`src/hdl/iterated_aitken_accelerator_defines.svh`:
```
// ----------------------------------------------------------------------------
// Assertion macros for the iterated Aitken accelerator
// Clocked on clk_i, disabled while rst_ni is low.
// ----------------------------------------------------------------------------
`ifndef ITERATED_AITKEN_ACCELERATOR_DEFINES_SVH
`define ITERATED_AITKEN_ACCELERATOR_DEFINES_SVH
`ifndef ASSERT_OFF
// same-cycle implication
`define IAA_ASSERT_IMP(lbl, ante, cons, msg) \
  lbl: assert property (@(posedge clk_i) disable iff (!rst_ni) (ante) |-> (cons)) \
    else $error(msg);
// next-cycle implication
`define IAA_ASSERT_NXT(lbl, ante, cons, msg) \
  lbl: assert property (@(posedge clk_i) disable iff (!rst_ni) (ante) |=> (cons)) \
    else $error(msg);
`else
`define IAA_ASSERT_IMP(lbl, ante, cons, msg)
`define IAA_ASSERT_NXT(lbl, ante, cons, msg)
`endif
`endif

```
`src/hdl/iaa_pkg.sv`:
```
// ----------------------------------------------------------------------------
// iaa_pkg
// Shared types and constants of the iterated Aitken accelerator.
// ----------------------------------------------------------------------------
`timescale 1ns / 1ps
`default_nettype none
package iaa_pkg;
  localparam int unsigned MAX_LEVELS  = 15;
  localparam int unsigned STORE_DEPTH = 2 * MAX_LEVELS + 1;
  localparam int unsigned CNT_W       = $clog2(STORE_DEPTH + 1);
  localparam int unsigned LV_W        = 4;
  localparam int unsigned DATA_W      = 64;
  localparam int unsigned NUM_W       = 2 * DATA_W;
  localparam int unsigned DIV_CNT_W   = $clog2(NUM_W);

  localparam logic [DATA_W-1:0] SIGN_BIT = {1'b1, {(DATA_W-1){1'b0}}};

  typedef logic [DATA_W-1:0] word_t;

  // response of the shared Aitken step unit
  typedef struct packed {
    logic  done;
    logic  zero_div;
    word_t res;
  } step_rsp_t;
endpackage
`default_nettype wire

```
`src/hdl/iaa_cell.sv`:
```
// ----------------------------------------------------------------------------
// iaa_cell
// One term of the row; shifts toward cell 0, tail cell takes the insert word.
// ----------------------------------------------------------------------------
`timescale 1ns / 1ps
`default_nettype none
module iaa_cell (
  input  wire                 clk_i,
  input  wire                 shift_i,
  input  wire                 tail_i,
  input  wire iaa_pkg::word_t ins_i,
  input  wire iaa_pkg::word_t nxt_i,
  output iaa_pkg::word_t      val_o
);
  import iaa_pkg::*;

  word_t val_q;

  always_ff @(posedge clk_i) begin
    if (shift_i) begin
      val_q <= tail_i ? ins_i : nxt_i;
    end
  end

  assign val_o = val_q;
endmodule
`default_nettype wire

```
`config.mk`:
```
export PLATFORM = sky130hd
export DESIGN_NAME = iaa_cell
export DESIGN_NICKNAME = d
export VERILOG_FILES = /design/src/hdl/iterated_aitken_accelerator_defines.svh /design/src/hdl/iaa_pkg.sv /design/src/hdl/iaa_cell.sv
export SDC_FILE = /design/constraint.sdc
export NUM_CORES = 1
export LEC_CHECK = 0
export BUFFER_PORTS_ARGS = -buffer_cell sky130_fd_sc_hd__buf_2
export CORE_ASPECT_RATIO = 1.1
export CORE_MARGIN = 2
export CORE_UTILIZATION = 41
export DETAILED_ROUTE_END_ITERATION = 8
export MAX_ROUTING_LAYER = met4
export PLACE_DENSITY = 0.77
export SLEW_MARGIN = 20
export SYNTH_ARGS = -nofsm -noshare
export SYNTH_HDL_FRONTEND = slang
export SYNTH_SLANG_ARGS = --single-unit
export TNS_END_PERCENT = 30
```
`constraint.sdc`:
```
create_clock -name clk_i -period 1.44 [get_ports clk_i]
set_input_delay 0.216 -clock clk_i [delete_from_list [all_inputs] [get_ports clk_i]]
set_output_delay 0.216 -clock clk_i [all_outputs]
set_load 0.05 [all_outputs]
```
==> results.json, run 1 <==
{
  "antenna_found_initial": 0,
  "core_um2": 7050,
  "grt-ovfl-total": 0,
  "synth_area_um2": 3000,
  "cp_top_family": "flip-flops",
  "ios": 195,
  "cts_tree": "yes",
  "fill_cells": 558,
  "ys_ff_latch": 64,
  "final_hold_viol_count": 0,
  "final_core_util_pct": 59.4,
  "clockRootBuffer": "clkbuf_8",
  "first_global_vias": 2074,
  "cpPeakStageDelay_ns": 0.35,
  "dieArea_um2": 8020,
  "worstSetupEndpointType": "primary output",
  "status": "complete, no violations",
  "place_congestion": 0.769,
  "cts_made_buffers": 9,
  "path_class": "register to primary output",
  "clkTransAtPathRegs_ns": 0.08,
  "start_util_pct": 42.6,
  "hold_path_depth": 2,
  "start_kind": "register",
  "cts_hold_buf": 0,
  "drive_gt1_share_pct": 80.5,
  "path_cells": "buf_2",
  "crit_slowest_cell": "edfxtp_1",
  "rows": 32,
  "syn_nets": 266,
  "clkSinkCount": 64,
  "vias_per_cell": 4.62,
  "ant_nets": 0,
  "drc": 0,
  "crit_required_ns": 1.22,
  "worst-path-stages": 1,
  "fin_crit_sh_pct": 80.7,
  "power_density_nw_per_um2": 1160,
  "crit_fanout": 1,
  "p_leak_nw": 2.02,
  "syn_area_per_cell_um2": 22.2,
  "htreeDepth": 3,
  "synthesis.instances": 135,
  "grt_setup_unrepaired": "no",
  "via_count": 1977,
  "final_common_cell": "buf_2",
  "drt_iter0_drc": 85,
  "slew-limit-headroom_pct": 77.0,
  "drt_wl_total_um": 6800,
  "largest_reg_flops": 64,
  "antenna_cells": 0,
  "grt_first_pass_wirelength_um": 9850,
  "post-cts-setup-buffers": 0,
  "worstMarginPinSlew_ns": 0.345,
  "path_buf_inv": 1,
  "ctsResizeCount": 0,
  "hp-class": "primary input to register",
  "clk_path_buf_depth": 2,
  "fmax_mhz": 861,
  "cap_violations": 0,
  "synth_cell_types": 5,
  "fin_tns_setup_ns": 0,
  "firstDrtPassIters": 4,
  "yosys_warnings": 0,
  "detail_route.wl_per_cell_um": 15.9,
  "ir_drop_uv": 681,
  "die_w_um": 85.5,
  "port_buffers": 194,
  "mostFrequentLayoutCells": "buf_2 (193), edfxtp_1 (64), mux2_4 (60)",
  "yosysSeqAreaShare_pct": 64.1,
  "dpl.hpwl_um": 5300,
  "syn_to_final_growth_pct": 39.6,
  "grt.total_usage_pct": 17.1,
  "setup_viol": 0,
  "min_period_ns": 1.16,
  "num-nets-final": 469,
  "grt_start_max_net_pins": 65,
  "die_h_um": 93.7,
  "slew_viol_final": 0,
  "arrival_ns": 0.95
}
layer usage:
metal,wire length [um],global-route usage [%]
met1,2440,17.9
met5,0,-
met3,646,5.45
met2,3600,29.9
met4,115,6.61
metrics by stage:
stage / area [um2] / setup WS, ns / std cells / total power, mW / hold WS, ns
after floorplan: 3000 / 0.358 / 135 / 3.25 / 0.328
after detailed placement: 4020 / 0.205 / 412 / 3.63 / 0.519
after global routing: 4190 / 0.226 / 428 / 5.06 / 0.163
final: 4190 / 0.279 / 428 / 4.87 / 0.184
after CTS: 4190 / 0.260 / 428 / 4.93 / 0.166
after global placement: 4020 / 0.232 / 412 / 3.61 / 0.517
cells by family (layout without fill, tap and decap cells):
| kind of cell | Yosys count | after routing | share of synthesized area (%) |
|---|---|---|---|
| buffers and inverters | 7 | 215 | 4.38 |
| muxes | 64 | 64 | 31.5 |
| DFF | 64 | 64 | 64.1 |
synthesized netlist by cell type:
master,instances,area [um2]
mux2_4,60,901
buf_12,6,120
buf_6,1,11.3
mux2_2,4,45.0
edfxtp_1,64,1920
report_power, final:
part           internal, mW  switching [mW]
Clock                 0.623           0.668
Combinational         0.455           0.833
Sequential             2.25          0.0400
Total                  3.33            1.54
path summary, 6_finish.rpt:
kind,from,to,slack (ns)
worst max-delay path,val_o[62]$_DFFE_PP_,val_o[62],0.28
worst min-delay path,ins_i[45],val_o[45]$_DFFE_PP_,0.18
final cells by class:
cell class / count / area, um2 / area share, %
timing repair buffer: 199 / 1050 / 25.0
sequential: 64 / 1920 / 45.9
tap: 85 / 106 / 2.54
clock buffer: 11 / 131 / 3.14
multi-input combinational: 64 / 946 / 22.6
clock inverter: 5 / 33.8 / 0.807
Note: power is estimated with default switching activity, not from simulation.
==> run 2: changes to the inputs <==
==> constraint.sdc (replaced) <==
create_clock -name clk_i -period 1.1 [get_ports clk_i]
set_input_delay 0.165 -clock clk_i [delete_from_list [all_inputs] [get_ports clk_i]]
set_output_delay 0.165 -clock clk_i [all_outputs]
set_load 0.05 [all_outputs]
==> run 2 against run 1 <==
Sequential share of layout area shrank 3.2 points. Count of clock-buffer cells in the layout shrank 1. Utilization grew 4.4 points. Cell count grew 0.47%. Total power grew 40%. First-iteration DRC count shrank 40%. Via count grew 1.0%. Clock power grew 48%. Critical endpoint is now val_o[52].
==> results.json, run 2 (same netlist as run 1, synthesis figures left out) <==
{
  "final.setup.worst_slack_ns": 0.00588,
  "first_global_vias": 2014,
  "firstDrtPassIters": 4,
  "status": "complete, no violations",
  "arrival_ns": 0.93,
  "dieArea_um2": 8020,
  "ios": 195,
  "crit_slowest_cell": "edfxtp_1",
  "start_util_pct": 42.6,
  "hp-class": "primary input to register",
  "wl_met2_um": 3690,
  "grt-ovfl-total": 0,
  "crit_required_ns": 0.94,
  "path_cells": "buf_2",
  "ir_drop_uv": 839,
  "path_class": "register to primary output",
  "grt.total_usage_pct": 17.4,
  "mostFrequentLayoutCells": "buf_2 (142), edfxtp_1 (64), mux2_4 (60)",
  "fmax_mhz": 914,
  "final_core_util_pct": 63.8,
  "worst-path-stages": 1,
  "slew-limit-headroom_pct": 83.4,
  "wl_met3_um": 659,
  "die_w_um": 85.5,
  "cts_made_buffers": 9,
  "core_um2": 7050,
  "final_common_cell": "buf_2",
  "port_buffers": 194,
  "clockRootBuffer": "clkbuf_8",
  "largest_reg_flops": 64,
  "worstSetupEndpointType": "primary output",
  "cap_violations": 0,
  "antenna_found_initial": 0,
  "p_leak_nw": 2.13,
  "start_kind": "register",
  "fill_cells": 514,
  "grt_start_max_net_pins": 41,
  "endpoint": "val_o[52]",
  "via_count": 1997,
  "cts_tree": "yes",
  "power_density_nw_per_um2": 1520,
  "drt_iter0_drc": 51,
  "dpl.hpwl_um": 5440,
  "antenna_cells": 0,
  "vias_per_cell": 4.64,
  "clkSinkCount": 64,
  "detail_route.wl_per_cell_um": 16.2,
  "syn_to_final_growth_pct": 49.9,
  "stdcell_area_um2": 4500,
  "crit_fanout": 1,
  "setup_viol": 0,
  "clk_path_buf_depth": 2,
  "grt_first_pass_wirelength_um": 9870,
  "ant_nets": 0,
  "worstMarginPinSlew_ns": 0.251,
  "clkTransAtPathRegs_ns": 0.07,
  "pre_cts_slack_ns": -0.0277,
  "whs_ns": 0.128,
  "drt_wl_total_um": 6950,
  "final_hold_viol_count": 0,
  "routed.top_layer": "met4",
  "grt_setup_unrepaired": "yes",
  "drc": 0,
  "slew_viol_final": 0,
  "placed_area_um2": 4050,
  "htreeDepth": 3,
  "place_congestion": 0.757,
  "post-cts-setup-buffers": 0,
  "min_period_ns": 1.09,
  "fin_crit_sh_pct": 99.5,
  "cpPeakStageDelay_ns": 0.38,
  "wl_met1_um": 2460,
  "cp-startpoint": "val_o[52]$_DFFE_PP_",
  "drive_gt1_share_pct": 80.9,
  "die_h_um": 93.7,
  "num-nets-final": 471,
  "cts_hold_buf": 0,
  "path_buf_inv": 1,
  "cp_top_family": "flip-flops",
  "rows": 32
}
-- run 2: routing by layer --
metal / vias up / global-route usage [%]
met5: - / -
met4: 0 / 8.47
met3: 13 / 5.10
met2: 125 / 29.4
met1: 920 / 18.7
li1: 939 / -
-- run 2: final cells by class --
cell class | count | area (um2) | area share [%]
clock buffers | 10 | 128 | 2.84
clock inverters | 6 | 60.1 | 1.34
multi-input cells | 64 | 946 | 21.0
flip-flops and latches | 64 | 1920 | 42.7
well taps | 85 | 106 | 2.37
repair buffers | 201 | 1340 | 29.7
-- run 2: worst min-delay path by stage --
stage / start / cells after the start / to
2_1_floorplan: shift_i / 0 / val_o[0]$_DFFE_PP_
3_3_place_gp: ins_i[31] / 2 / val_o[31]$_DFFE_PP_
3_5_place_dp: ins_i[13] / 2 / val_o[13]$_DFFE_PP_
4_1_cts: nxt_i[21] / 2 / val_o[21]$_DFFE_PP_
5_1_grt: ins_i[27] / 2 / val_o[27]$_DFFE_PP_
6_report: nxt_i[36] / 2 / val_o[36]$_DFFE_PP_
-- run 2: through the flow --
step                      instances  TNS [ns]  power [mW]
final                           430         0        6.82
after global routing            430    -0.365        7.07
after CTS                       430   -0.0214        6.78
after detailed placement        414    -0.611        4.77
after global placement          414   -0.0630        4.74
after floorplan                 135         0        4.25
-- run 2: power by group --
part           internal, mW  switching [mW]
Clock                  1.03           0.878
Sequential             2.95          0.0852
Combinational         0.778            1.10
-- run 2: repair_timing --
item	in CTS	in global routing
resized for setup	44	58
gates cloned	0	0
endpoints found under the setup margin	35	60
pin swaps	0	0
==> run 3: changes to the inputs <==
--- a/config.mk
+++ b/config.mk
@@ -5,14 +5,14 @@
 export SDC_FILE = /design/constraint.sdc
 export NUM_CORES = 1
 export LEC_CHECK = 0
-export BUFFER_PORTS_ARGS = -buffer_cell sky130_fd_sc_hd__buf_2
 export CORE_ASPECT_RATIO = 1.1
 export CORE_MARGIN = 2
 export CORE_UTILIZATION = 41
 export DETAILED_ROUTE_END_ITERATION = 8
+export DONT_BUFFER_PORTS = 1
 export MAX_ROUTING_LAYER = met4
-export PLACE_DENSITY = 0.77
-export SLEW_MARGIN = 20
+export PLACE_DENSITY = 0.54
+export SLEW_MARGIN = 25
 export SYNTH_ARGS = -nofsm -noshare
 export SYNTH_HDL_FRONTEND = slang
 export SYNTH_SLANG_ARGS = --single-unit
==> run 3 against run 2 <==
The flow now finishes with violations (hold timing, setup timing). First-iteration DRC count is 57% lower. Die area stayed put. Critical path depth is 1 lower. Largest cell class unchanged. Utilization is 14 points lower. Maximum frequency is 2.9% lower. Design area is 23% lower. Non-clock buffer count is 161 lower. Critical path type unchanged. Sequential power is 9.2% higher.
==> results.json, run 3 (same netlist as run 1, synthesis figures left out) <==
{
  "status": "complete, but fails checks",
  "violations": "hold timing, setup timing",
  "cts_tree": "yes",
  "cap_violations": 0,
  "ios": 195,
  "crit_fanout": 1,
  "grt.busiest_layer": "met2",
  "start_util_pct": 42.6,
  "htreeDepth": 3,
  "grt_setup_unrepaired": "yes",
  "first_global_vias": 1485,
  "clkPwrFrac_pct": 29.5,
  "via_count": 1394,
  "final_hold_viol_count": 44,
  "final.setup.worst_slack_ns": -0.0262,
  "ir_drop_uv": 972,
  "drc": 0,
  "worstSetupEndpointType": "primary output",
  "hp-class": "primary input to register",
  "min_period_ns": 1.13,
  "final_common_cell": "edfxtp_1",
  "clkSinkCount": 64,
  "p_total_mw": 6.19,
  "use_met1_pct": 14.1,
  "slew_viol_final": 0,
  "firstDrtPassIters": 3,
  "core_um2": 7050,
  "drt_wl_total_um": 5590,
  "ant_nets": 0,
  "fin_crit_sh_pct": 102,
  "drive_gt1_share_pct": 63.0,
  "gr-usage-met2_pct": 22.7,
  "vias_per_cell": 5.18,
  "fmax_mhz": 888,
  "pre_cts_slack_ns": 0.306,
  "place_congestion": 0.713,
  "grt.total_usage_pct": 13.5,
  "mostFrequentLayoutCells": "edfxtp_1 (64), mux2_4 (60), buf_4 (33)",
  "grtUsageMet3_pct": 4.31,
  "syn_to_final_growth_pct": 16.0,
  "post-cts-setup-buffers": 0,
  "whs_ns": -0.0485,
  "rows": 32,
  "start_kind": "register",
  "path_class": "register to primary output",
  "die_h_um": 93.7,
  "clkTransAtPathRegs_ns": 0.06,
  "p_sw_mw": 1.76,
  "dpl.hpwl_um": 4020,
  "worstMarginPinSlew_ns": 0.479,
  "antenna_found_initial": 0,
  "setup_viol": 24,
  "dieArea_um2": 8020,
  "clk_path_buf_depth": 2,
  "arrival_ns": 0.96,
  "crit_required_ns": 0.94,
  "die_w_um": 85.5,
  "p_sw_share_pct": 28.4,
  "num-nets-final": 310,
  "clockRootBuffer": "clkbuf_8",
  "p_int_mw": 4.44,
  "largest_reg_flops": 64,
  "port_buffers": 0,
  "detail_route.wl_per_cell_um": 20.8,
  "antenna_cells": 0,
  "grt_start_max_net_pins": 65,
  "cts_made_buffers": 9,
  "power_density_nw_per_um2": 1780,
  "drt_iter0_drc": 22,
  "grt_first_pass_wirelength_um": 7760,
  "p_leak_nw": 1.43,
  "slew-limit-headroom_pct": 68.1,
  "grt-ovfl-total": 0,
  "p_seq_share_pct": 53.6,
  "p_comb_share_pct": 16.9
}
==> run 3: cell types whose count changed in the layout (fill, tap and decap cells not counted), sizes merged <==
cell,previous run,this run
buf,201,40
clkinvlp,1,0
clkbuf,10,11
==> run 3: worst paths after layout <==
check | to | startpoint | depth (start not counted) | slack, ns
worst max-delay path | val_o[49] | val_o[49]$_DFFE_PP_ | 0 | -0.03
worst min-delay path | val_o[30]$_DFFE_PP_ | shift_i | 0 | -0.05
==> run 3: final cells by class <==
type	count	area (um2)
clock buffers	11	131
clock inverters	5	47.5
fillers	576	3570
multi-input cells	64	946
flip-flops and latches	64	1920
well taps	85	106
repair buffers	40	327
==> run 3: what timing repair did <==
item / in CTS / in global routing
gates resized for setup: 0 / 7
endpoints found under the hold margin: 64 / 64
setup endpoints to repair: 24 / 31
==> run 3: layer usage <==
layer,share of wire (%),routed length [um]
met2,55,3070
met5,0,0
met1,34,1920
met3,9.0,503
met4,1.7,96
==> run 3: through the flow <==
step	setup TNS [ns]	utilization [%]	std cells	hold slack, ns	instance area (um2)
floorplan	0	-	135	0.277	3000
global placement	0	46.5	253	0.283	3270
detailed placement	0	46.5	253	0.283	3270
CTS	-1.00	49.0	269	-0.0693	3450
global route	-1.18	49.4	269	-0.0703	3480
finish	-0.319	49.4	269	-0.0485	3480
==> run 3: power groups by stage <==
stage / Combinational, mW / Sequential, mW / Clock, mW
3_5_place_dp: 1.04 / 3.37 / 0
6_report: 1.05 / 3.32 / 1.83
2_1_floorplan: 0.397 / 3.85 / 0
4_1_cts: 1.04 / 3.32 / 1.90
3_3_place_gp: 1.03 / 3.36 / 0
5_1_grt: 1.08 / 3.34 / 1.99
